**config.mk**
```make
export PLATFORM = sky130hd
export DESIGN_NAME = nsol_fifo
export DESIGN_NICKNAME = d
export VERILOG_FILES = /design/src/hw/rtl/nsol_pkg.sv /design/src/hw/rtl/nsol_fifo.sv
export SDC_FILE = /design/constraint.sdc
export NUM_CORES = 1
export LEC_CHECK = 0
export BUFFER_PORTS_ARGS = -buffer_cell sky130_fd_sc_hd__buf_2
export CAP_MARGIN = 30
export CORE_MARGIN = 8
export CORE_UTILIZATION = 54
export CTS_BUF_LIST = sky130_fd_sc_hd__clkbuf_4 sky130_fd_sc_hd__clkbuf_8
export CTS_CLUSTER_SIZE = 28
export DETAILED_ROUTE_END_ITERATION = 10
export PLACE_DENSITY = 0.9
export SLEW_MARGIN = 20
export SYNTH_ARGS = -nofsm -noshare
export SYNTH_HDL_FRONTEND = slang
export SYNTH_SLANG_ARGS = --single-unit
```
**constraint.sdc**
```tcl
create_clock -name clk -period 3.6 [get_ports clk]
set_clock_uncertainty 0.1 [all_clocks]
set_input_delay 0.72 -clock clk [delete_from_list [all_inputs] [get_ports clk]]
set_output_delay 0.72 -clock clk [all_outputs]
set_load 0.05 [all_outputs]
```
**src/hw/rtl/nsol_pkg.sv**
```systemverilog
// Shared types and constants for the NNUE squared-clipped-ReLU output layer.
// Used by every module of the block; depends on nothing.
`default_nettype none

package nsol_pkg;

	// Hidden layer size per perspective (default of the top level parameter)
	localparam int HIDDEN_UNITS_DEF = 256;

	// Field widths
	localparam int ADDR_W      = 9;
	localparam int STORE_DEPTH = 1 << ADDR_W;
	localparam int VAL_W       = 16;
	localparam int CLIP_W      = 15;
	localparam int QUANT_W     = 11;
	localparam int SCALE_W     = 11;
	localparam int BIAS_W      = 16;
	localparam int SQ_W        = 2 * CLIP_W;
	localparam int TERM_W      = SQ_W + 1 + VAL_W;
	localparam int SUM_W       = 48;
	localparam int SCORE_W     = 32;

	// Stream and configuration port widths
	localparam int S_TDATA_W  = 32;
	localparam int M_TDATA_W  = 32;
	localparam int CFG_IDX_W  = 2;
	localparam int CFG_DATA_W = 16;

	// Divider operand widths: product magnitude and clip*quant divisor
	localparam int DVD_W     = 60;
	localparam int DVS_W     = CLIP_W + QUANT_W;
	localparam int DIV_CNT_W = $clog2(DVD_W);
	localparam int MUL_CNT_W = $clog2(SCALE_W);

	// Sum queue between front and back
	localparam int QDEPTH  = 2;
	localparam int QPTR_W  = $clog2(QDEPTH);
	localparam int QCNT_W  = $clog2(QDEPTH + 1);

	// Register reset values
	localparam logic [CLIP_W-1:0]         CLIP_MAX_RST     = 15'd255;
	localparam logic [QUANT_W-1:0]        OUTPUT_QUANT_RST = 11'd64;
	localparam logic [SCALE_W-1:0]        EVAL_SCALE_RST   = 11'd400;
	localparam logic signed [BIAS_W-1:0]  OUTPUT_BIAS_RST  = 16'sd0;

	// Request kinds
	localparam logic REQ_WRITE = 1'b0;
	localparam logic REQ_ACT   = 1'b1;

	typedef enum logic [CFG_IDX_W-1:0] {
		CFG_CLIP_MAX     = 2'd0,
		CFG_OUTPUT_QUANT = 2'd1,
		CFG_EVAL_SCALE   = 2'd2,
		CFG_OUTPUT_BIAS  = 2'd3
	} cfg_index_t;

	typedef struct packed {
		logic [CLIP_W-1:0]        clip_max;
		logic [QUANT_W-1:0]       output_quant;
		logic [SCALE_W-1:0]       eval_scale;
		logic signed [BIAS_W-1:0] output_bias;
	} cfg_t;

	typedef struct packed {
		logic                    req_type;
		logic [ADDR_W-1:0]       address;
		logic                    perspective;
		logic                    side_to_move;
		logic signed [VAL_W-1:0] value;
		logic                    last;
	} item_t;

	typedef struct packed {
		logic             push;
		logic [SUM_W-1:0] sum;
	} sum_push_t;

	typedef struct packed {
		logic             start;
		logic [DVD_W-1:0] dividend;
		logic [DVS_W-1:0] divisor;
	} div_req_t;

	typedef struct packed {
		logic             done;
		logic [DVD_W-1:0] quotient;
	} div_rsp_t;

	typedef enum logic [2:0] {
		ST_IDLE,
		ST_DIV1,
		ST_SCALE_SETUP,
		ST_MUL,
		ST_DIV2_START,
		ST_DIV2,
		ST_DONE
	} back_state_t;

endpackage

`default_nettype wire

```
**src/hw/rtl/nsol_fifo.sv**
```systemverilog
// Short queue of finished evaluation sums between front and back.
// Depends on nsol_pkg.
`default_nettype none

module nsol_fifo (
	input  wire                             clk,
	input  wire                             arst_n,
	input  nsol_pkg::sum_push_t             push,
	output logic                            full,
	input  wire                             pop,
	output logic                            valid,
	output logic [nsol_pkg::SUM_W-1:0]      data
);

	logic [nsol_pkg::SUM_W-1:0]  mem_q [nsol_pkg::QDEPTH];
	logic [nsol_pkg::QPTR_W-1:0] wr_ptr_q, rd_ptr_q;
	logic [nsol_pkg::QCNT_W-1:0] cnt_q;
	logic                        do_push, do_pop;

	assign full    = cnt_q == nsol_pkg::QCNT_W'(nsol_pkg::QDEPTH);
	assign valid   = cnt_q != '0;
	assign data    = mem_q[rd_ptr_q];
	assign do_push = push.push && !full;
	assign do_pop  = pop && valid;

	// Store entries
	always_ff @(posedge clk) begin
		if (do_push) begin
			mem_q[wr_ptr_q] <= push.sum;
		end
	end

	// Advance pointers and count
	always_ff @(posedge clk or negedge arst_n) begin
		if (!arst_n) begin
			wr_ptr_q <= '0;
			rd_ptr_q <= '0;
			cnt_q    <= '0;
		end else begin
			if (do_push) begin
				wr_ptr_q <= wr_ptr_q + 1'b1;
			end
			if (do_pop) begin
				rd_ptr_q <= rd_ptr_q + 1'b1;
			end
			if (do_push && !do_pop) begin
				cnt_q <= cnt_q + 1'b1;
			end else if (do_pop && !do_push) begin
				cnt_q <= cnt_q - 1'b1;
			end
		end
	end

endmodule

`default_nettype wire

```
==> flow_summary_export.csv, run 1 <==
group,metric,value,unit
clock_tree,numCtsBuffers,9,
sta,fin_setup_tns,0,ns
clock_tree,postCtsSetupRepairBufs,0,
floorplanning,die_area,9770,µm²
floorplanning,core_area,6720,µm²
power_and_ir_drop,leakage,1.76,nW
critical_path,critPathSlowestCell,"dfrtp_2",
clock_tree,clock_latency,0.33,ns
critical_path,end_kind,"output pin",
global_route,grt.overflow.total,0,
detailed_routing,first_iter_violations,80,
logic_synthesis,avgSynthCellArea,22.1,µm²
critical_path,reg2regPathDepth,3,
clock_tree,clk_pin_slew,0.08,ns
logic_synthesis,ys_warn_count,0,
logic_synthesis,synthCells,168,
logic_synthesis,yosysUniqueCellTypes,16,
detailed_routing,drc,0,
placed_design,gp_congestion,0.688,
sta,worst_pin_slew,0.658,ns
sta,clock.fmax,347,MHz
logic_synthesis,synth_edf_count,96,
logic_synthesis,synth-seq-cells,100,
critical_path,rrSetupSlack,1.65,ns
power_and_ir_drop,power,4.26,mW
clock_tree,cts_htree_levels,3,
sta,min_period,2.88,ns
critical_path,worstSetupPathType,"reg -> out",
sta,slew_violations,0,
detailed_routing,avgRoutedWirePerCell,17.9,µm
logic_synthesis,synth_simple_gate_area_share,0.911,%
logic_synthesis,syn-cell-area,3710,µm²
logic_synthesis,synth_largest_area_cell,"edfxtp_1",
global_route,grt_pass1_vias,2125,
logic_synthesis,synth_area_leaders,"edfxtp_1 78%, mux2_2 12%, mux2_4 4.0%",
clock_tree,clk_path_buf_depth,2,
logic_synthesis,synth_mux_area_share,15.6,%
sta,relSlewSlack,56.1,%
critical_path,crit_fanout,26,
global_route,grt_antenna_before_repair,0,
final_layout,nNetsFinal,333,
logic_synthesis,synth_top_area_share,77.8,%
min_path,worstHoldPathType,"in -> async",
critical_path,arrival,2.06,ns
power_and_ir_drop,power_density,943,nW/µm²
power_and_ir_drop,ir_drop,0.000560,V
critical_path,timing.rr.start,"cnt_q[0]$_DFFE_PN0P_",
sta,finalCritPeriodShare,80.0,%
detailed_routing,ant_nets,0,
floorplanning,die_w,98.9,µm
placed_design,place_ws,1.05,ns
floorplanning,rows,30,
logic_synthesis,synth_top_family_by_area,"multiplexers",
detailed_routing,dr_total_vias,1869,
critical_path,worstReg2RegEnd,"mem_q[1][32]$_DFFE_PP_",
sta,hold_viol_final,0,
clock_tree,cts_resized,0,
logic_synthesis,synth_ff_type,"edfxtp_1",
global_route,grt_pass1_wl,10.1,mm
sta,rsz0062_at_grt,"no",
logic_synthesis,async_flop_share,4.00,%
critical_path,max_stage_delay,0.79,ns
logic_synthesis,synthAdderAreaFrac,0.337,%
placed_design,dp_hpwl,4.61,mm
outcome,outcome,"finished, final reports clean",
critical_path,path_cells,"buf_4 > mux2_2 > buf_2",
logic_synthesis,syn_nets,221,
clock_tree,cts-hold-fix-buffers,0,
final_layout,n_antenna_cell,0,
clock_tree,cts_sinks,100,
floorplanning,start_util,55.2,%
clock_tree,cts-root-buf,"clkbuf_8",
critical_path,worstSetupStartpointType,"flop",
final_layout,drive_gt1_share,61.1,%
logic_synthesis,synth-compound-area-share,0,%
floorplanning,io_pins,102,
placed_design,numPortBuffers,101,
logic_synthesis,ys_seq_area_share,80.5,%
logic_synthesis,synthTopCellsByCount,"96 x edfxtp_1, 38 x mux2_2, 10 x mux2_4",
detailed_routing,viasPerCell,5.12,
critical_path,critPathRequiredTime,2.78,ns
flow_run,drv_cap,0,
sta,fin_ws,0.721,ns
global_route,grtUsageTotal,13.3,%
logic_synthesis,synth_xor_area_share,1.18,%
logic_synthesis,yosysMostFrequentCell,"edfxtp_1",
sta,setup_viol,0,
detailed_routing,first_pass_iters,4,
floorplanning,die_h,98.9,µm
global_route,grt_max_degree,32,
final_layout,area_growth,21.8,%
clock_tree,tritoncts,"yes",
detailed_routing,wirelength,6.53,mm
-- per-stage QoR --
step                util [%]  cell area [µm²]  cells  hold slack (ns)
global route            67.2             4510    365           0.0564
global placement        64.4             4320    349            0.371
CTS                     67.2             4510    365           0.0684
detailed placement      64.4             4320    349            0.409
finish                  67.2             4510    365           0.0799
floorplan                  -             3710    168            0.324
-- registers in the layout, summed over array words and instances, names as in the netlist --
name / flops
rd_ptr_q: 1
cnt_q: 2
wr_ptr_q: 1
mem_q: 96
-- cells in the final DEF (no fill, tap or decap), drive strengths merged --
cell type	Yosys	final
buf	5	106
edfxtp	96	96
nand2	2	2
clkbuf	0	15
ha	1	1
or2	1	1
clkinv	0	1
dfrtp	4	4
xnor2	3	3
mux2	48	48
inv	2	2
nor2	2	2
nand2b	1	1
and3	1	1
xor2	2	2
-- layout make-up --
class / instances / area, µm²
Sequential cell: 100 / 2980
Fill cell: 453 / 2200
Multi-Input combinational cell: 61 / 677
Timing Repair Buffer: 106 / 556
Clock buffer: 15 / 181
Tap cell: 80 / 100
Clock inverter: 1 / 8.76
Inverter: 2 / 7.51
-- per-layer routing --
layer	global-route usage [%]	part of all wire, %	up-vias	wire length [µm]
met5	0	0	-	0
met4	4.84	0.95	0	62
met3	5.85	7.8	6	508
met2	24.0	52	63	3380
met1	13.3	39	919	2580
li1	-	-	881	-
-- how the worst max path moves through the flow --
| stage | startpoint | cells past startpoint | endpoint | slack [ns] |
|---|---|---|---|---|
| 2_1_floorplan | push[48] | 2 | mem_q[0][0]$_DFFE_PP_ | 0.22 |
| 3_3_place_gp | rd_ptr_q$_DFFE_PN0P_ | 3 | data[46] | 1.08 |
| 3_5_place_dp | rd_ptr_q$_DFFE_PN0P_ | 3 | data[25] | 1.05 |
| 4_1_cts | rd_ptr_q$_DFFE_PN0P_ | 3 | data[25] | 0.66 |
| 5_1_grt | rd_ptr_q$_DFFE_PN0P_ | 3 | data[25] | 0.58 |
| 6_report | rd_ptr_q$_DFFE_PN0P_ | 3 | data[25] | 0.72 |
-- report_power, final --
part / internal [mW] / switching, mW
sequential: 1.59 / 0.131
clock: 0.323 / 0.338
combinational: 0.555 / 1.32
total: 2.47 / 1.79
-- worst max-delay path, delay by kind of cell, from the launching register on --
kind     cells  cell delay [ns]
flops        1             0.79
buf+inv      2             0.57
mux          1             0.36
-- cells by family (layout without fill, tap and decap cells) --
group / count (synthesis) / in the layout
adders and majority gates: 1 / 1
DFF: 100 / 100
and+or+nand+nor: 7 / 7
xor gates and xnor gates: 5 / 5
muxes: 48 / 48
buffers and inverters: 7 / 124
No activity file was read; power rests on OpenSTA's default activity.
==> run 2: changes to the inputs <==
ABC_AREA = 1   (was unset)
CORE_UTILIZATION = 49   (was 54)
PLACE_DENSITY = 0.86   (was 0.9)
clock period = 2.3 ns   (was 3.6 ns; I/O delays follow)
==> run 2 against run 1 <==
Synthesized cell count rose by 68%. Core utilization is 4.0 points lower. Non-clock buffer count up 3. Wire length rose by 13%. Via count grew 26%. Count of clock-buffer cells in the layout is 6 lower. Critical path type unchanged. Worst setup slack worse by 0.52 ns. Critical path depth grew 2. Global-route usage grew 0.66 points. Highest routed layer unchanged. Die area is 9.0% higher. Critical endpoint is now data[40]. First-iteration DRC count grew 5.0%.
==> flow_summary_export.csv, run 2 <==
group,metric,value,unit
outcome,outcome,"finished, final reports clean",
critical_path,path_cells,"inv_2 > buf_12 > nand2_1 > nand2_1 > buf_2",
sta,min_period,2.10,ns
logic_synthesis,synth_top_area_share,77.4,%
logic_synthesis,synthCells,283,
detailed_routing,first_pass_iters,4,
critical_path,path_buf_inv,3,
floorplanning,die_area,10600,µm²
power_and_ir_drop,internal_power,3.87,mW
clock_tree,tritoncts,"yes",
floorplanning,io_pins,102,
final_layout,final_area,4610,µm²
critical_path,critPathSlowestCell,"dfrtp_2",
global_route,grt_antenna_before_repair,0,
critical_path,crit_family,"buffers and inverters",
detailed_routing,dr_total_vias,2350,
final_layout,regMostFlops,"mem_q",
clock_tree,cts-root-buf,"clkbuf_8",
detailed_routing,ant_nets,0,
sta,clock.fmax,476,MHz
critical_path,worstSetupPathType,"reg -> out",
logic_synthesis,yosysMostFrequentCell,"nand2_1",
logic_synthesis,synthTopCellsByCount,"155 x nand2_1, 96 x edfxtp_1, 7 x buf_2, 7 x inv_1, 4 x dfrtp_1",
final_layout,final_common_cell,"nand2_1",
power_and_ir_drop,power_density,1570,nW/µm²
critical_path,arrival,1.54,ns
min_path,worstHoldPathType,"in -> reg",
floorplanning,die_w,103,µm
critical_path,cpMostUsedCell,"nand2_1",
placed_design,gp_congestion,0.672,
final_layout,top_regs,"mem_q x96, cnt_q x2",
floorplanning,die_h,103,µm
clock_tree,cts_sinks,100,
sta,rsz0062_at_grt,"no",
logic_synthesis,ys_seq_area_share,80.1,%
placed_design,numPortBuffers,101,
clock_tree,clock_latency,0.36,ns
global_route,grt_pass1_vias,2448,
logic_synthesis,async_flop_share,4.00,%
floorplanning,core_area,7290,µm²
logic_synthesis,synth-compound-area-share,0.134,%
logic_synthesis,synth_mux_area_share,0,%
critical_path,max_stage_delay,0.43,ns
global_route,grtUsageTotal,14.0,%
clock_tree,clk_path_buf_depth,2,
detailed_routing,first_iter_violations,84,
sta,finalCritPeriodShare,91.3,%
power_and_ir_drop,clkPwrFrac,17.9,%
global_route,grt_pass1_wl,11.1,mm
critical_path,end_kind,"output pin",
global_route,grt_max_degree,48,
power_and_ir_drop,leakage,2.02,nW
detailed_routing,avgRoutedWirePerCell,14.8,µm
power_and_ir_drop,p_seq_share,36.0,%
logic_synthesis,syn_nets,336,
clock_tree,postCtsSetupRepairBufs,0,
sta,hold_viol_final,0,
power_and_ir_drop,power.switching,3.34,mW
clock_tree,cts_htree_levels,3,
clock_tree,numCtsBuffers,9,
logic_synthesis,synth_ff_type,"edfxtp_1",
logic_synthesis,synth_top_family_by_area,"simple AND/OR/NAND/NOR gates",
logic_synthesis,ys_warn_count,0,
detailed_routing,viasPerCell,4.73,
final_layout,nNetsFinal,445,
sta,worst_pin_slew,0.441,ns
power_and_ir_drop,ir_drop,0.000854,V
clock_tree,clk_pin_slew,0.09,ns
floorplanning,rows,31,
sta,relSlewSlack,70.3,%
power_and_ir_drop,p_sw_share,46.3,%
sta,setup_viol,0,
detailed_routing,drc,0,
final_layout,fillers,589,
critical_path,worstSetupStartpointType,"flop",
logic_synthesis,synth_xor_area_share,0.235,%
final_layout,seq_area,2980,µm²
placed_design,place_area,4350,µm²
logic_synthesis,syn-cell-area,3720,µm²
critical_path,critPathRequiredTime,1.74,ns
logic_synthesis,synthAdderAreaFrac,0.336,%
logic_synthesis,synth_simple_gate_area_share,16.4,%
logic_synthesis,synth_largest_area_cell,"edfxtp_1",
flow_run,drv_cap,0,
logic_synthesis,avgSynthCellArea,13.2,µm²
logic_synthesis,yosysUniqueCellTypes,14,
logic_synthesis,synth_edf_count,96,
final_layout,largest_reg_flops,96,
global_route,grt.overflow.total,0,
power_and_ir_drop,power_frac_comb,46.1,%
final_layout,layout_common_cells,"155 x nand2_1, 101 x buf_2, 96 x edfxtp_1",
sta,slew_violations,0,
floorplanning,start_util,51.1,%
final_layout,drive_gt1_share,32.2,%
logic_synthesis,synth-seq-cells,100,
final_layout,area_growth,23.6,%
detailed_routing,wirelength,7.37,mm
final_layout,multi_input_area,646,µm²
critical_path,crit_fanout,47,
sta,fin_setup_tns,0,ns
logic_synthesis,synth_area_leaders,"edfxtp_1 77%, nand2_1 16%, dfrtp_1 2.7%",
placed_design,dp_hpwl,5.12,mm
==> run 2: final cells by class <==
| cell class | count | area share, % |
|---|---|---|
| diodes | 1 | 0.0543 |
| flip-flops and latches | 100 | 64.8 |
| clock inverters | 7 | 2.50 |
| multi-input cells | 164 | 14.0 |
| clock buffers | 9 | 2.69 |
| inverters | 8 | 0.652 |
| repair buffers | 109 | 12.6 |
| well taps | 99 | 2.69 |
==> run 2: final timing paths <==
| kind | startpoint | to | slack, ns | cells after the start |
|---|---|---|---|---|
| hold / removal | push[35] | mem_q[1][35]$_DFFE_PP_ | 0.18 | 1 |
| hold reg to reg | cnt_q[1]$_DFFE_PN0P_ | cnt_q[1]$_DFFE_PN0P_ | 0.38 | 2 |
| min in group asynchronous | arst_n | cnt_q[1]$_DFFE_PN0P_ | 0.34 | 2 |
| setup / recovery | rd_ptr_q$_DFFE_PN0P_ | data[40] | 0.20 | 5 |
| max in group asynchronous | arst_n | rd_ptr_q$_DFFE_PN0P_ | 1.61 | 2 |
| setup reg to reg | cnt_q[1]$_DFFE_PN0P_ | mem_q[0][11]$_DFFE_PP_ | 0.62 | 6 |
==> run 2: cells by family (layout without fill, tap and decap cells) <==
| group | Yosys count | after routing |
|---|---|---|
| compound gates | 1 | 1 |
| xor+xnor | 1 | 1 |
| fa+ha+maj | 1 | 1 |
| buf+inv | 19 | 133 |
| flops | 100 | 100 |
| other cells | 0 | 1 |
| simple gates | 161 | 161 |
==> run 2: power by group through the flow <==
stage                     clock network, mW  registers (mW)  logic (mW)
after floorplan                           0            2.61        2.60
after global placement                    0            2.62        3.32
after detailed placement                  0            2.64        3.37
after CTS                              1.31            2.60        3.37
after global routing                   1.38            2.63        3.56
final                                  1.29            2.59        3.32
==> run 2: stage by stage <==
stage / instances / utilization, % / setup slack [ns] / hold slack [ns] / total power, mW
5_1_grt: 496 / 63.1 / 0.0967 / 0.158 / 7.57
3_5_place_dp: 479 / 59.7 / 0.575 / 0.178 / 6.00
2_1_floorplan: 283 / - / 0.0368 / 0.0644 / 5.21
6_report: 497 / 63.2 / 0.201 / 0.184 / 7.21
4_1_cts: 496 / 63.1 / 0.169 / 0.165 / 7.28
3_3_place_gp: 479 / 59.7 / 0.607 / 0.172 / 5.94
==> run 2: layer usage <==
layer / part of all wire (%) / GRT usage (%)
met1: 39 / 14.2
met3: 8.7 / 5.35
met5: 0 / 0
met2: 51 / 24.7
met4: 1.1 / 6.90
==> run 2: what timing repair did <==
item / CTS / global route
gates resized for setup: 0 / 0
endpoints found under the hold margin: 4 / 0
hold buffers: 1 / 0
==> run 3: changes to the inputs <==
CTS_CLUSTER_DIAMETER = 80   (was unset)
PLACE_DENSITY = 0.9   (was 0.86)
SLEW_MARGIN = 5   (was 20)
==> run 3 against run 2 <==
Sequential cell count stayed put. Clock power is 8% lower. Critical path depth stayed put.
==> flow_summary_export.csv, run 3 (synthesized netlist as in run 2, its figures left out) <==
group,metric,value,unit
detailed_routing,first_pass_iters,4,
sta,worst_pin_slew,0.413,ns
critical_path,arrival,1.62,ns
critical_path,worstSetupStartpointType,"flop",
final_layout,regMostFlops,"mem_q",
power_and_ir_drop,power_density,1560,nW/µm²
global_route,grt_antenna_before_repair,0,
flow_run,drv_cap,0,
global_route,grtUsageTotal,14.8,%
clock_tree,clk_pin_slew,0.09,ns
placed_design,place_area,4360,µm²
floorplanning,start_util,51.1,%
floorplanning,die_area,10600,µm²
power_and_ir_drop,leakage,2.01,nW
clock_tree,numCtsBuffers,9,
final_layout,n_antenna_cell,0,
final_layout,largest_reg_flops,96,
min_path,worstHoldPathType,"in -> reg",
clock_tree,clock_latency,0.35,ns
detailed_routing,dr_total_vias,2369,
clock_tree,cts_htree_levels,3,
sta,min_period,2.18,ns
floorplanning,die_w,103,µm
final_layout,layout_common_cells,"155 x nand2_1, 100 x buf_2, 96 x edfxtp_1",
placed_design,place_ws,0.446,ns
clock_tree,tritoncts,"yes",
clock_tree,cts-root-buf,"clkbuf_8",
sta,timing.hold.ws,0.188,ns
clock_tree,clk_path_buf_depth,2,
sta,hold_viol_final,0,
final_layout,fillers,572,
floorplanning,core_area,7290,µm²
critical_path,worstSetupPathType,"reg -> out",
sta,clock.fmax,460,MHz
sta,setup_viol,0,
detailed_routing,drc,0,
detailed_routing,viasPerCell,4.81,
final_layout,area_growth,23.3,%
sta,slew_violations,0,
final_layout,top_regs,"mem_q x96, cnt_q x2",
floorplanning,rows,31,
global_route,grt_pass1_vias,2480,
detailed_routing,first_iter_violations,124,
clock_tree,cts_sinks,100,
placed_design,gp_congestion,0.664,
sta,relSlewSlack,72.2,%
detailed_routing,ant_nets,0,
sta,rsz0062_at_grt,"no",
critical_path,end_kind,"output pin",
power_and_ir_drop,ir_drop,0.000848,V
final_layout,final_area,4590,µm²
sta,fin_ws,0.124,ns
final_layout,drive_gt1_share,32.0,%
global_route,grt_pass1_wl,11.8,mm
final_layout,final_common_cell,"nand2_1",
power_and_ir_drop,power,7.15,mW
sta,finalCritPeriodShare,94.6,%
floorplanning,die_h,103,µm
global_route,grt.overflow.total,0,
clock_tree,postCtsSetupRepairBufs,0,
global_route,grt_max_degree,50,
outcome,outcome,"finished, final reports clean",
critical_path,crit_fanout,37,
sta,fin_setup_tns,0,ns
critical_path,critPathRequiredTime,1.74,ns
detailed_routing,wirelength,7.52,mm
placed_design,dp_hpwl,5.07,mm
placed_design,numPortBuffers,101,
floorplanning,io_pins,102,
final_layout,nNetsFinal,442,
detailed_routing,avgRoutedWirePerCell,15.3,µm
run 3: layout make-up:
class | count | area, µm² | area share [%]
clock inverters | 6 | 87.6 | 1.91
flip-flops and latches | 100 | 2980 | 65.0
clock buffers | 10 | 131 | 2.86
multi-input cells | 164 | 646 | 14.1
well taps | 99 | 124 | 2.70
repair buffers | 106 | 589 | 12.8
inverters | 8 | 31.3 | 0.681
run 3: report_power, final:
part	leakage, nW	switching [mW]	internal (mW)	total (mW)
logic	0.959	2.68	0.683	3.36
registers	0.940	0.117	2.48	2.60
clock network	0.114	0.565	0.627	1.19
run 3: repair_timing:
action,in CTS,in global routing
gates resized for setup,0,3
hold buffers,1,0
endpoints found under the hold margin,4,0
setup endpoints to repair,0,43
run 3: per-stage QoR:
stage,instances,utilization [%]
CTS,493,62.9
finish,493,63.0
detailed placement,476,59.7
global route,493,63.0
global placement,476,59.7
floorplan,283,-
run 3: critical path, cell delays in order, from the launching register on:
cell,delay [ns]
dfrtp_2,0.42
clkinv_2,0.18
buf_12,0.24
nand2_1,0.08
nand2_1,0.07
buf_2,0.26
run 3: worst paths after layout:
| check | start | end | slack, ns | cells past startpoint |
|---|---|---|---|---|
| max | rd_ptr_q$_DFFE_PN0P_ | data[27] | 0.12 | 5 |
| max in group asynchronous | arst_n | rd_ptr_q$_DFFE_PN0P_ | 1.64 | 2 |
| min | push[16] | mem_q[0][16]$_DFFE_PP_ | 0.19 | 1 |
| min reg2reg | cnt_q[1]$_DFFE_PN0P_ | cnt_q[1]$_DFFE_PN0P_ | 0.40 | 2 |
| max reg2reg | cnt_q[1]$_DFFE_PN0P_ | mem_q[0][42]$_DFFE_PP_ | 0.68 | 6 |
| min in group asynchronous | arst_n | cnt_q[1]$_DFFE_PN0P_ | 0.33 | 2 |
run 3: layer usage:
layer	GRT usage [%]	routed length, µm	vias to the layer above
li1	-	-	1151
met1	17.3	3030	1107
met2	23.9	3730	99
met3	5.35	653	12
met4	6.56	104	0
met5	0	0	-
