File: config.mk
export PLATFORM = sky130hd
export DESIGN_NAME = nsol_back
export DESIGN_NICKNAME = d
export VERILOG_FILES = /design/src/hw/rtl/nsol_pkg.sv /design/src/hw/rtl/nsol_div.sv /design/src/hw/rtl/nsol_back.sv
export SDC_FILE = /design/constraint.sdc
export NUM_CORES = 1
export LEC_CHECK = 0
export BUFFER_PORTS_ARGS = -buffer_cell sky130_fd_sc_hd__buf_2
export CORE_UTILIZATION = 34
export DETAILED_ROUTE_END_ITERATION = 6
export SKIP_LAST_GASP = 1
export SYNTH_ARGS = -nofsm -noshare
export SYNTH_HDL_FRONTEND = slang
export SYNTH_SLANG_ARGS = --single-unit
export TNS_END_PERCENT = 100
File: constraint.sdc
create_clock -name clk -period 11.7 [get_ports clk]
set_clock_uncertainty 0.05 [all_clocks]
set_input_delay 1.17 -clock clk [delete_from_list [all_inputs] [get_ports clk]]
set_output_delay 1.17 -clock clk [all_outputs]
set_load 0.02 [all_outputs]
File: src/hw/rtl/nsol_pkg.sv
// Shared types and constants for the NNUE squared-clipped-ReLU output layer.
// Used by every module of the block; depends on nothing.
`default_nettype none

package nsol_pkg;

	// Hidden layer size per perspective (default of the top level parameter)
	localparam int HIDDEN_UNITS_DEF = 256;

	// Field widths
	localparam int ADDR_W      = 9;
	localparam int STORE_DEPTH = 1 << ADDR_W;
	localparam int VAL_W       = 16;
	localparam int CLIP_W      = 15;
	localparam int QUANT_W     = 11;
	localparam int SCALE_W     = 11;
	localparam int BIAS_W      = 16;
	localparam int SQ_W        = 2 * CLIP_W;
	localparam int TERM_W      = SQ_W + 1 + VAL_W;
	localparam int SUM_W       = 48;
	localparam int SCORE_W     = 32;

	// Stream and configuration port widths
	localparam int S_TDATA_W  = 32;
	localparam int M_TDATA_W  = 32;
	localparam int CFG_IDX_W  = 2;
	localparam int CFG_DATA_W = 16;

	// Divider operand widths: product magnitude and clip*quant divisor
	localparam int DVD_W     = 60;
	localparam int DVS_W     = CLIP_W + QUANT_W;
	localparam int DIV_CNT_W = $clog2(DVD_W);
	localparam int MUL_CNT_W = $clog2(SCALE_W);

	// Sum queue between front and back
	localparam int QDEPTH  = 2;
	localparam int QPTR_W  = $clog2(QDEPTH);
	localparam int QCNT_W  = $clog2(QDEPTH + 1);

	// Register reset values
	localparam logic [CLIP_W-1:0]         CLIP_MAX_RST     = 15'd255;
	localparam logic [QUANT_W-1:0]        OUTPUT_QUANT_RST = 11'd64;
	localparam logic [SCALE_W-1:0]        EVAL_SCALE_RST   = 11'd400;
	localparam logic signed [BIAS_W-1:0]  OUTPUT_BIAS_RST  = 16'sd0;

	// Request kinds
	localparam logic REQ_WRITE = 1'b0;
	localparam logic REQ_ACT   = 1'b1;

	typedef enum logic [CFG_IDX_W-1:0] {
		CFG_CLIP_MAX     = 2'd0,
		CFG_OUTPUT_QUANT = 2'd1,
		CFG_EVAL_SCALE   = 2'd2,
		CFG_OUTPUT_BIAS  = 2'd3
	} cfg_index_t;

	typedef struct packed {
		logic [CLIP_W-1:0]        clip_max;
		logic [QUANT_W-1:0]       output_quant;
		logic [SCALE_W-1:0]       eval_scale;
		logic signed [BIAS_W-1:0] output_bias;
	} cfg_t;

	typedef struct packed {
		logic                    req_type;
		logic [ADDR_W-1:0]       address;
		logic                    perspective;
		logic                    side_to_move;
		logic signed [VAL_W-1:0] value;
		logic                    last;
	} item_t;

	typedef struct packed {
		logic             push;
		logic [SUM_W-1:0] sum;
	} sum_push_t;

	typedef struct packed {
		logic             start;
		logic [DVD_W-1:0] dividend;
		logic [DVS_W-1:0] divisor;
	} div_req_t;

	typedef struct packed {
		logic             done;
		logic [DVD_W-1:0] quotient;
	} div_rsp_t;

	typedef enum logic [2:0] {
		ST_IDLE,
		ST_DIV1,
		ST_SCALE_SETUP,
		ST_MUL,
		ST_DIV2_START,
		ST_DIV2,
		ST_DONE
	} back_state_t;

endpackage

`default_nettype wire

File: src/hw/rtl/nsol_div.sv
// Restoring unsigned divider, one quotient bit per cycle.
// Depends on nsol_pkg. Shared by both divisions of the back part.
`default_nettype none

module nsol_div (
	input  wire                 clk,
	input  wire                 arst_n,
	input  nsol_pkg::div_req_t  req,
	output nsol_pkg::div_rsp_t  rsp
);

	localparam int DVD_W = nsol_pkg::DVD_W;
	localparam int DVS_W = nsol_pkg::DVS_W;

	logic                          busy_q;
	logic                          done_q;
	logic [nsol_pkg::DIV_CNT_W-1:0] cnt_q;
	logic [DVD_W-1:0]              quo_q;
	logic [DVS_W-1:0]              rem_q;
	logic [DVS_W-1:0]              dvs_q;
	logic [DVS_W:0]                trial;
	logic [DVS_W+1:0]              diff;

	// One restoring step
	always_comb begin
		trial = {rem_q, quo_q[DVD_W-1]};
		diff  = {1'b0, trial} - {2'b00, dvs_q};
	end

	// Datapath
	always_ff @(posedge clk) begin
		if (req.start) begin
			quo_q <= req.dividend;
			rem_q <= '0;
			dvs_q <= req.divisor;
		end else if (busy_q) begin
			if (!diff[DVS_W+1]) begin
				rem_q <= diff[DVS_W-1:0];
				quo_q <= {quo_q[DVD_W-2:0], 1'b1};
			end else begin
				rem_q <= trial[DVS_W-1:0];
				quo_q <= {quo_q[DVD_W-2:0], 1'b0};
			end
		end
	end

	// Control
	always_ff @(posedge clk or negedge arst_n) begin
		if (!arst_n) begin
			busy_q <= 1'b0;
			done_q <= 1'b0;
			cnt_q  <= '0;
		end else begin
			done_q <= busy_q && cnt_q == '0;
			if (req.start) begin
				busy_q <= 1'b1;
				cnt_q  <= nsol_pkg::DIV_CNT_W'(DVD_W - 1);
			end else if (busy_q) begin
				if (cnt_q == '0) begin
					busy_q <= 1'b0;
				end else begin
					cnt_q <= cnt_q - 1'b1;
				end
			end
		end
	end

	assign rsp.done     = done_q;
	assign rsp.quotient = quo_q;

endmodule

`default_nettype wire

File: src/hw/rtl/nsol_back.sv
// Back part: per-evaluation scaling sequencer, bias, scale, saturation, output register.
// Depends on nsol_pkg and nsol_div.
`default_nettype none

module nsol_back (
	input  wire                              clk,
	input  wire                              arst_n,
	input  nsol_pkg::cfg_t                   cfg,
	input  wire                              q_valid,
	input  wire [nsol_pkg::SUM_W-1:0]        q_data,
	output logic                             q_pop,
	output logic                             m_tvalid,
	input  wire                              m_tready,
	output logic [nsol_pkg::M_TDATA_W-1:0]   m_tdata
);

	localparam int SUM_W = nsol_pkg::SUM_W;
	localparam int DVD_W = nsol_pkg::DVD_W;
	localparam int DVS_W = nsol_pkg::DVS_W;

	nsol_pkg::back_state_t state_q, state_d;
	nsol_pkg::div_req_t    div_req;
	nsol_pkg::div_rsp_t    div_rsp;

	logic                           neg1_q, neg2_q;
	logic signed [SUM_W:0]          res_q;
	logic [SUM_W-1:0]               mag_q;
	logic [DVD_W-1:0]               prod_q;
	logic [DVS_W-1:0]               dvs2_q;
	logic [nsol_pkg::MUL_CNT_W-1:0] cnt_q;
	logic                           m_tvalid_q;
	logic [nsol_pkg::M_TDATA_W-1:0] m_tdata_q;

	logic [nsol_pkg::CLIP_W-1:0]    clip_eff;
	logic [nsol_pkg::QUANT_W-1:0]   quant_eff;
	logic [SUM_W-1:0]               abs_sum;
	logic [SUM_W:0]                 q1_ext;
	logic [SUM_W:0]                 q1_signed;
	logic [SUM_W:0]                 res_neg;
	logic [DVD_W-1:0]               q2;
	logic [nsol_pkg::SCORE_W-1:0]   score;
	logic                           load_out;

	nsol_div u_div (
		.clk    (clk),
		.arst_n (arst_n),
		.req    (div_req),
		.rsp    (div_rsp)
	);

	// Effective divisors and signed helpers
	always_comb begin
		clip_eff  = (cfg.clip_max == '0) ? nsol_pkg::CLIP_W'(1) : cfg.clip_max;
		quant_eff = (cfg.output_quant == '0) ? nsol_pkg::QUANT_W'(1) : cfg.output_quant;
		abs_sum   = q_data[SUM_W-1] ? (~q_data + 1'b1) : q_data;
		q1_ext    = {1'b0, div_rsp.quotient[SUM_W-1:0]};
		q1_signed = neg1_q ? (~q1_ext + 1'b1) : q1_ext;
		res_neg   = ~res_q + 1'b1;
		q2        = div_rsp.quotient;
	end

	// Saturate the final quotient to 32 signed bits
	always_comb begin
		if (!neg2_q) begin
			if (q2[DVD_W-1:nsol_pkg::SCORE_W-1] != '0) begin
				score = {1'b0, {(nsol_pkg::SCORE_W-1){1'b1}}};
			end else begin
				score = q2[nsol_pkg::SCORE_W-1:0];
			end
		end else begin
			if (q2[DVD_W-1:nsol_pkg::SCORE_W] != '0 ||
			    (q2[nsol_pkg::SCORE_W-1] && q2[nsol_pkg::SCORE_W-2:0] != '0)) begin
				score = {1'b1, {(nsol_pkg::SCORE_W-1){1'b0}}};
			end else begin
				score = ~q2[nsol_pkg::SCORE_W-1:0] + 1'b1;
			end
		end
	end

	// Next state
	always_comb begin
		state_d = state_q;
		case (state_q)
			nsol_pkg::ST_IDLE: begin
				if (q_valid) state_d = nsol_pkg::ST_DIV1;
			end
			nsol_pkg::ST_DIV1: begin
				if (div_rsp.done) state_d = nsol_pkg::ST_SCALE_SETUP;
			end
			nsol_pkg::ST_SCALE_SETUP: begin
				state_d = nsol_pkg::ST_MUL;
			end
			nsol_pkg::ST_MUL: begin
				if (cnt_q == '0) state_d = nsol_pkg::ST_DIV2_START;
			end
			nsol_pkg::ST_DIV2_START: begin
				state_d = nsol_pkg::ST_DIV2;
			end
			nsol_pkg::ST_DIV2: begin
				if (div_rsp.done) state_d = nsol_pkg::ST_DONE;
			end
			nsol_pkg::ST_DONE: begin
				if (!m_tvalid_q || m_tready) state_d = nsol_pkg::ST_IDLE;
			end
			default: begin
				state_d = nsol_pkg::ST_IDLE;
			end
		endcase
	end

	// Outputs of the sequencer
	always_comb begin
		q_pop            = 1'b0;
		load_out         = 1'b0;
		div_req.start    = 1'b0;
		div_req.dividend = prod_q;
		div_req.divisor  = dvs2_q;
		case (state_q)
			nsol_pkg::ST_IDLE: begin
				q_pop            = q_valid;
				div_req.start    = q_valid;
				div_req.dividend = DVD_W'(abs_sum);
				div_req.divisor  = DVS_W'(clip_eff);
			end
			nsol_pkg::ST_DIV2_START: begin
				div_req.start = 1'b1;
			end
			nsol_pkg::ST_DONE: begin
				load_out = !m_tvalid_q || m_tready;
			end
			default: begin
				q_pop = 1'b0;
			end
		endcase
	end

	always_ff @(posedge clk or negedge arst_n) begin
		if (!arst_n) begin
			state_q <= nsol_pkg::ST_IDLE;
		end else begin
			state_q <= state_d;
		end
	end

	// Datapath: first quotient plus bias, shift-add scale, second divisor
	always_ff @(posedge clk) begin
		if (state_q == nsol_pkg::ST_IDLE && q_valid) begin
			neg1_q <= q_data[SUM_W-1];
		end
		if (state_q == nsol_pkg::ST_DIV1 && div_rsp.done) begin
			res_q <= $signed(q1_signed) +
			         $signed({{(SUM_W + 1 - nsol_pkg::BIAS_W){cfg.output_bias[nsol_pkg::BIAS_W-1]}},
			                  cfg.output_bias});
		end
		if (state_q == nsol_pkg::ST_SCALE_SETUP) begin
			neg2_q <= res_q[SUM_W];
			mag_q  <= res_q[SUM_W] ? res_neg[SUM_W-1:0] : res_q[SUM_W-1:0];
			dvs2_q <= {{nsol_pkg::QUANT_W{1'b0}}, clip_eff} * {{nsol_pkg::CLIP_W{1'b0}}, quant_eff};
			prod_q <= '0;
			cnt_q  <= nsol_pkg::MUL_CNT_W'(nsol_pkg::SCALE_W - 1);
		end
		if (state_q == nsol_pkg::ST_MUL) begin
			prod_q <= {prod_q[DVD_W-2:0], 1'b0} +
			          (cfg.eval_scale[cnt_q] ? DVD_W'(mag_q) : '0);
			if (cnt_q != '0) begin
				cnt_q <= cnt_q - 1'b1;
			end
		end
	end

	// Output register
	always_ff @(posedge clk or negedge arst_n) begin
		if (!arst_n) begin
			m_tvalid_q <= 1'b0;
		end else if (load_out) begin
			m_tvalid_q <= 1'b1;
		end else if (m_tready) begin
			m_tvalid_q <= 1'b0;
		end
	end

	always_ff @(posedge clk) begin
		if (load_out) begin
			m_tdata_q <= score;
		end
	end

	assign m_tvalid = m_tvalid_q;
	assign m_tdata  = m_tdata_q;

endmodule

`default_nettype wire

==> impl.org, run 1 <==
** Cells and area
- Layout cells sized above 1 :: between 8 and 9%
- Area of combinational cells with multiple inputs :: about 18,000 um^2
- Finished Layout Cells :: 4,366
- Most common library cell in the layout ignoring fill and taps :: nand2_1
- Area overhead of the layout relative to synthesis :: 10.7%
- Register area :: around 10000 um^2
- Final nets :: between 3,000 and 4,000
- FILL cells :: between 8,000 and 9,000
- Most frequent cells in the layout :: nand2_1 (338), edfxtp_1 (303), inv_1 (239)

** Timing
- In this run the tightest slew margin relative to its limit is around 29%.
- Final-report max-slew violation count :: 0
- At the pin with the least slew margin, the transition time is between 1 and 1.5 ns.
- Highest attainable clock frequency :: approximately 140 MHz
- Setup repair after global routing missed its margin :: no
- Across all hold checks on the routed design, the worst slack comes to just over 0.4 ns.
- Share of the cycle needed by the critical path after routing :: around three fifths
- Setup violators final :: 0
- Setup total negative slack on the finished layout was measured at 0 ns.
- Final critical path time including I/O delays and setup :: ~7.2 ns
- Final number of hold-violating endpoints :: 0

** Clocking
- CTS Hold Buffers Added :: 0
- TritonCTS clock tree :: done
- In this run, post-CTS repair resized a total of 0 instances.
- Worst-skew pair later-pin latency :: 0.60 ns
- H-tree levels :: 2
- The root buffer cell chosen for the clock tree is clkbuf_16.
- CTS max path bufs :: 3
- CTS clock-pin slew for the worst setup and hold paths :: approximately 0.07 ns
- Number of setup buffers added after CTS :: 0
- Sink count of the clock tree :: about 350
- CTS buffer count :: 42

** Power
- Overall power consumption after layout is estimated at 5.37 mW.
- IR Drop Worst-Case VDD :: roughly 0.12 mV
- Leakage power :: between 10 and 15 nW
- PwrDens :: 167 nW/um^2

** GRT
- GRT Residual Overflow :: 0
- The first global-routing pass estimated ~120 mm of wire.
- Entering global routing, the biggest net connects 79 pins.
- Initial antenna violation count :: 5
- Global routing used around 18% of the available tracks across all layers.
- The via count of the first global-routing pass came to around 22,000.

** Drt
- For this block, the routed nets add up to roughly 78 mm of wire.
- For this block, the initial DRC count from the detailed router was 1,729.
- For this run, design rule violations remaining after detail routing come to 0.
- Routed wire length per instance :: approximately 18 um
- Detailed routing inserted a total of between 20,000 and 25,000 vias.
- Remaining antenna violation count after routing :: 0
- The first detailed-routing pass took 5 iterations.
- Dividing the detail-routed via count by the number of cells gives around 5.3.

** Setup path
- Capture point of the worst reg-to-reg path :: res_q[48]$_DFFE_PP_
- Counting cells, the worst reg-to-reg path comes to 19.
- Along the worst path, the maximum fanout reaches 13.
- Walking the worst path, the cells encountered are buf_2 > nor4_1 > a41oi_1 > nand2b_1 > fa_1 > fa_1 > inv_1 > fa_1 > fa_1 > inv_1 > fa_1 > inv_1 > ha_1 > o21ai_0 > a21oi_1 > a211oi_1 > or4_1 > nand3_1 > or3b_2.
- Across all register-to-register paths, the minimum setup slack is 5.47 ns.
- Biggest cell delay along the critical path :: ~0.60 ns
- The worst setup path is launched from a primary input.
- The worst setup path is captured at a register.
- The startpoint identified for the worst register-to-register timing path is u_div.quo_q[17]$_DFFE_PP_.
- STA puts the critical path data arrival time at approximately 7.5 ns.
- The critical path is of the in -> reg type.
- Cell occurring most often along the worst timing path :: fa_1
- The kind of cell with the highest combined delay along the critical path is adder cells.
- STA puts the critical path data required time at 11.97 ns.
- Among all stages on the critical path, the largest delay is contributed by or4_1.
- Together, buffers and inverters on the worst path number 4.

** Min path
- Type of the tightest min-delay check :: in -> async

** Logic synthesis
- Counting flops with an async set or reset pin after synthesis yields a share of 3.48%.
- Number of nets produced by synthesis :: 3,558
- Average size of a mapped cell :: between 9 and 10 um^2
- After synthesis, flip-flops and latches occupy 34.5% of the total area.
- In the synthesized netlist, the number of instances is ~3,100.
- Number of enable-type register cells in the synthesized netlist :: 303
- Post-synthesis register bit count :: ~350
- In the synthesized netlist the dominant register cell turns out to be edfxtp_1.
- Post-synthesis instance area :: between 20,000 and 30,000 um^2
- Total number of yosys warnings :: 0
- Distinct cells, synth :: 81

** Floorplan
- Die Wd :: roughly 290 um
- Die height :: 294 um
- The die covers about 86,000 um^2.
- The core region is between 80,000 and 90,000 um^2.
- Ports :: between 100 and 150
- Initial core utilization :: about a third
- Std cell rows :: approximately 110

** Placed design
- Once placement completed, the tool counted placed cells totaling 4,288.
- IO buf count :: about 140
- Summed over all nets, the half-perimeter wirelength after detailed placement is roughly 60 mm.
- At the end of routability-driven placement, the weighted congestion stood at 0.906.

** Status
- The flow ran to the end, and the final reports show no timing, DRC or antenna violations.

** Flow run
- Max-Cap Viols :: 0
==> where the power goes <==
part / internal (mW) / switching [mW] / total (mW)
combinational: 1.08 / 1.32 / 2.40
clock: 0.712 / 0.545 / 1.26
sequential: 1.57 / 0.141 / 1.71
total: 3.36 / 2.01 / 5.37
==> kinds of logic (layout without fill, tap and decap cells) <==
family                   after synthesis  count (layout)  share of synthesized area (%)
multiplexers                          20              20                          0.785
AO/OA/AOI/OAI                        806             806                           17.8
buffers and inverters                396             483                           5.17
adder cells (fa/ha/maj)              310             310                           16.4
XOR/XNOR                             267             267                           8.06
AND/OR/NAND/NOR                      999             999                           17.3
other                                  0               2                              0
flip-flops                           345             345                           34.5
==> metal layers <==
metal,global-route usage (%),up-vias,routed length [um]
li1,-,11326,-
met1,26.3,11215,38200
met4,4.38,4,1420
met3,2.33,80,4280
met2,27.9,520,34500
met5,0,-,27
==> worst max-delay path by stage <==
stage / startpoint / to / slack (ns) / cells after the start
2_1_floorplan: cfg[48] / dvs2_q[25]$_DFFE_PP_ / 4.85 / 19
3_3_place_gp: cfg[48] / dvs2_q[25]$_DFFE_PP_ / 3.92 / 19
3_5_place_dp: cfg[48] / dvs2_q[25]$_DFFE_PP_ / 3.80 / 19
4_1_cts: cfg[48] / dvs2_q[25]$_DFFE_PP_ / 4.44 / 19
5_1_grt: cfg[48] / dvs2_q[25]$_DFFE_PP_ / 4.09 / 22
6_report: cfg[48] / dvs2_q[25]$_DFFE_PP_ / 4.48 / 19
==> stage by stage <==
stage	setup WS, ns	util [%]	cell area [um^2]
2_1_floorplan	4.85	-	29000
3_5_place_dp	3.80	36.6	30800
5_1_grt	4.09	38.2	32100
3_3_place_gp	3.92	36.6	30800
4_1_cts	4.44	38.2	32100
6_report	4.48	38.2	32100
==> final cells by class <==
class                   count  share of cell area, %
clock buffers              52                   3.39
repair buffers            165                   2.78
flip-flops and latches    345                   31.1
multi-input cells        2402                   54.7
well taps                1134                   4.42
inverters                 242                   2.83
clock inverters            24                  0.698
diodes                      2                 0.0156
==> Yosys cell counts, drive strengths merged, types with 36 or more instances <==
cell | n | area, um^2
xor2 | 69 | 604
o22ai | 38 | 244
fa | 119 | 2380
a21oi | 183 | 916
and2 | 135 | 845
nor2b | 52 | 325
nand2 | 340 | 1280
edfxtp | 303 | 9100
ha | 191 | 2390
xnor2 | 198 | 1730
nor3 | 45 | 230
o21ai | 234 | 1170
nor2 | 166 | 623
o31ai | 44 | 340
clkbuf | 144 | 541
a21o | 61 | 458
inv | 242 | 908
nand3 | 36 | 180
or3 | 55 | 359
==> registers in the layout, summed over array words and instances (netlist names), 3 cells and up <==
| register | cells |
|---|---|
| u_div.dvs_q | 26 |
| u_div.cnt_q | 6 |
| u_div.rem_q | 26 |
| dvs2_q | 26 |
| u_div.quo_q | 60 |
| prod_q | 60 |
| res_q | 49 |
| mag_q | 48 |
| cnt_q | 4 |
| state_q | 3 |
| m_tdata | 32 |
(Power assumes the default switching activity.)
==> inputs of run 2 (changes only) <==
Settings changed: ABC_AREA from default to 1.
Clock period 11.7 ns to 6.1 ns, I/O delays scaled along.
==> run 2 against run 1 <==
Routed wire length up 51%. Cell count up 48%. Combinational power rose to 5.0 times the previous value. Via count up 42%. Hold slack worse by 0.10 ns. Total power rose to 3.6 times the previous value. Utilization down 0.068 points. Sequential power rose to 2.7 times the previous value. Critical path depth up 2. Cell area up 17%. Count of clock-buffer cells in the layout down 3. Non-clock buffer count up 1. Critical path type unchanged. Largest power group unchanged.
==> impl.org, run 2 <==
** Setup path
- The setup path with the least slack is of type in -> reg.
- Setup crit start kind :: primary input
- Total stage count of the critical path :: 21 (+2)
- The endpoint identified for the worst register-to-register timing path is res_q[23]$_DFFE_PP_.
- Biggest cell delay along the critical path :: 0.54 ns (-0.06 ns)
- The depth of the most critical reg-to-reg path is 15 (-4).
- Worst Path Buf+Inv :: 5 (+1)
- The required time reported for the critical path endpoint was 6.37 ns (-5.60 ns).
- Cell Chain, Critical Path :: buf_2 > nor4_1 > nand4_1 > nand2_1 > buf_4 > nand2_1 > fa_1 > fa_1 > inv_1 > ha_1 > fa_1 > inv_1 > fa_1 > inv_1 > ha_1 > nand2_1 > o21ai_0 > a21oi_1 > o21ai_0 > a21oi_1 > xor2_1
- The slowest stage of the critical path belongs to the cell fa_1.
- The slack of the worst reg-to-reg path is 1.55 ns (-3.92 ns).
- The arrival time reported for the critical path endpoint came to 5.59 ns (-1.90 ns).
- In this run the worst setup path begins at cfg[47].
- Counting stages on the worst path, the most repeated cell is fa_1.
- Largest fanout on the critical path :: 12 (-1)
- Broken down by cell family, the worst path's largest delay share belongs to adder cells.
- The worst register-to-register path begins at u_div.quo_q[0]$_DFFE_PP_.
- The worst setup path is captured at a register.
- Timing endpoint of the critical path :: dvs2_q[18]$_DFFE_PP_

** Drt
- Routed wire length per instance :: 18.3 um (+2.1%)
- The count of TritonRoute iterations in the first routing pass came to 6 (+1).
- Number of remaining DRC errors :: 0 (unchanged)
- The total via count in the routed design was 32,866 (+42%).
- Iter 0 DRT Violations :: 3,369 (+95%)
- The count of nets left with antenna violations after detail routing was 0 (unchanged).
- The post-detailed-route via-to-cell ratio was 5.10 (-3.9%).
- The sum of routed wire length over all layers came to 118 mm (+51%).

** Logic synthesis
- Sorting the synthesized cells by how often they occur yields nand2_1 (1,423), inv_1 (883), nor2_1 (631).
- Register area share after synthesis :: 29.3% (-5.1 points)
- The area share of the leading cell type in the synthesized netlist is 26.7% (-4.7 points).
- The most common cell in the synthesized netlist is nand2_1.
- Yosys attributes the largest share of cell area to edfxtp_1 (27%), nand2_1 (16%), inv_1 (9.7%).
- The number of enable flip-flop cells after synthesis was 303 (unchanged).
- The number of flip-flops and latches in the synthesized netlist came to 345 (unchanged).
- Distinct cells, synth :: 51 (-37%)
- Post-synthesis instance area :: 34,100 um^2 (+17%)
- Number of nets produced by synthesis :: 5,446 (+53%)
- Number of instances in the synthesized netlist :: 5,031 (+60%)
- Cell type with the largest total area after synthesis :: edfxtp_1
- The Yosys warning count came to 0 (unchanged).
- The share of synthesized registers carrying an async set or reset was 3.48% (unchanged).
- The average cell area after synthesis was 6.77 um^2 (-27%).
- The most used flip-flop cell after synthesis is edfxtp_1.

** Timing
- Worst Max-Slew Pin Slew :: 1.11 ns (+0.0509 ns)
- Setup repair after global routing missed its margin :: no
- Final-report max-slew violation count :: 0 (unchanged)
- Total Neg Setup Slack :: 0 ns (unchanged)
- The total setup violations reported at the end of the flow came to 0 (unchanged).
- Final critical path time including I/O delays and setup :: ~5.3 ns
- Highest attainable clock frequency :: around 190 MHz
- Share of the cycle needed by the critical path after routing :: 87.1%
- The relative max-transition margin came to 25.7% (-3.4 points).
- Final number of hold-violating endpoints :: 0 (unchanged)

** Clocking
- CTS clock-pin slew for the worst setup and hold paths :: 0.06 ns (about the same)
- CTS max path bufs :: 3 (unchanged)
- TritonCTS built the clock tree.
- The number of H-tree branching levels came to 2 (unchanged).
- The post-cts gate resize count is 0 (unchanged).
- Worst-skew pair later-pin latency :: 0.59 ns (about the same)
- CTS buffer count :: 44 (+4.8%)
- Cell at the root of the clock tree :: clkbuf_16
- Sink count of the clock tree :: 345 (unchanged)
- Number of setup buffers added after CTS :: 0 (unchanged)

** Power
- Cell-internal power :: 9.28 mW (+180%)
- The share of power burned in combinational logic was 61.5% (+17 points).
- The power density over cell area is 513 nW/um^2 (+210%).
- The largest voltage drop on the vdd net was 0.281 mV (+130%).
- Sequential cell fraction of total power :: 23.9% (-8.0 points)
- The power dissipated by switching net loads is 10.1 mW (+400%).
- Leakage power :: 18.4 nW (+44%)
- The switching portion of total power was 52.0% (+15 points).
- Share of power burned in the clock network :: 14.7% (-8.7 points)

** Floorplan
- Total Die Area :: 101,000 um^2 (+17%)
- Ports :: 139 (unchanged)
- Die Wd :: 319 um (+8.3%)
- The die height came to 319 um (+8.3%).
- The placeable core region came to 98,900 um^2 (+18%).
- Initial core utilization :: 34.5% (-0.035 points)
- The floorplan row count was 115 (+8.5%).

** Placed design
- The post-detailed-placement half-perimeter wirelength was 96.6 mm (+62%).
- The final weighted congestion in routability-driven placement is 1.01 (+11%).
- The count of buffers from port buffering was 138 (unchanged).

** Cells and area
- Post-route core utilization :: 38.1% (-0.068 points)
- The largest registers in the layout are prod_q: 60 flops, u_div.quo_q: 60 flops, res_q: 49 flops.
- The combined flip-flop and latch cell area came to 10000 um^2 (unchanged).
- Layout cells sized above 1 :: 5.85% (-2.8 points)
- Final nets :: 5,543 (+53%)
- The library cell used most frequently in the layout, excluding fill and tap cells, is nand2_1.
- The number of fillers in the final layout is 10,560 (+23%).
- The combined area of the multi-input logic cells came to 20,200 um^2 (+15%).
- Leaving out fill and tap cells, the most frequent cells in the layout are nand2_1 (1,423), inv_1 (882), nor2_1 (625).
- Area overhead of the layout relative to synthesis :: 10.6% (about the same)

** GRT
- First-pass GRT wire length :: 179 mm (+46%)
- The via count of the first global-routing pass is 30,818 (+41%).
- All-layer global routing usage :: 22.8% (+4.9 points)
- Initial antenna violation count :: 0 (-5)
- The aggregate global routing overflow is 0 (unchanged).
- Pin count of the biggest net entering global routing :: 63 (-20%)

** Min path
- The tightest min-delay check is of the in -> reg type.

** Status
- Result of the run :: completed

** Flow run
- Max-Cap Viols :: 0 (unchanged)
-- run 2: power by group through the flow --
stage	clock network, mW	registers, mW	logic [mW]
2_1_floorplan	0	4.28	8.37
3_3_place_gp	0	4.63	11.7
3_5_place_dp	0	4.62	11.8
4_1_cts	2.90	4.59	11.8
5_1_grt	2.97	4.67	13.4
6_report	2.84	4.61	11.9
-- run 2: cell families after synthesis --
group	synth area share (%)
fa+ha+maj	14.0
xor+xnor	3.98
compound gates	10.5
buf+inv	11.4
flops	29.4
simple gates	30.8
-- run 2: stage by stage --
stage / total power [mW] / area, um^2 / worst slack, ns / instances / hold slack [ns]
3_3_place_gp: 16.3 / 36100 / 0.184 / 6368 / 0.410
5_1_grt: 21.0 / 37700 / 0.463 / 6447 / 0.306
6_report: 19.3 / 37700 / 0.785 / 6448 / 0.300
4_1_cts: 19.3 / 37700 / 0.811 / 6447 / 0.267
3_5_place_dp: 16.4 / 36100 / 0.207 / 6368 / 0.411
2_1_floorplan: 12.6 / 34100 / 0.732 / 5031 / 0.264
-- run 2: per-layer routing --
metal | share of wire, % | GRT usage [%]
met2 | 44 | 35.9
met5 | 0 | 0
met1 | 46 | 32.6
met3 | 7.5 | 3.15
met4 | 2.6 | 6.13
-- run 2: cell type report --
| class | count | share of cell area [%] |
|---|---|---|
| Timing Repair Buffer | 166 | 2.40 |
| Sequential cell | 345 | 26.5 |
| Antenna cell | 1 | 0.00664 |
| Inverter | 899 | 8.96 |
| Tap cell | 1287 | 4.27 |
| Clock inverter | 29 | 1.04 |
| Multi-Input combinational cell | 3672 | 53.7 |
| Clock buffer | 49 | 3.09 |
-- run 2: worst min-delay path by stage --
stage                                        end                    startpoint  slack, ns  cells past startpoint
floorplan                   m_tvalid$_DFFE_PN0P_                        arst_n       0.26                      0
CTS                         m_tvalid$_DFFE_PN0P_                      m_tready       0.27                      4
finish                      m_tvalid$_DFFE_PN0P_                      m_tready       0.30                      4
global route                m_tvalid$_DFFE_PN0P_                      m_tready       0.31                      4
detailed placement  u_div.rem_q[19]$_SDFFE_PP0P_  u_div.rem_q[19]$_SDFFE_PP0P_       0.41                      2
global placement    u_div.rem_q[15]$_SDFFE_PP0P_  u_div.rem_q[15]$_SDFFE_PP0P_       0.41                      2
-- run 2: timing repair --
item	CTS	global route
hold buffers	1	0
hold endpoints to repair	12	0
endpoints found under the setup margin	0	0
-- run 2: tightest hold or removal path: stages --
cell and delay [ns]:
buf_2 0.08, nor2_1 0.07, inv_1 0.07, nand2_1 0.05
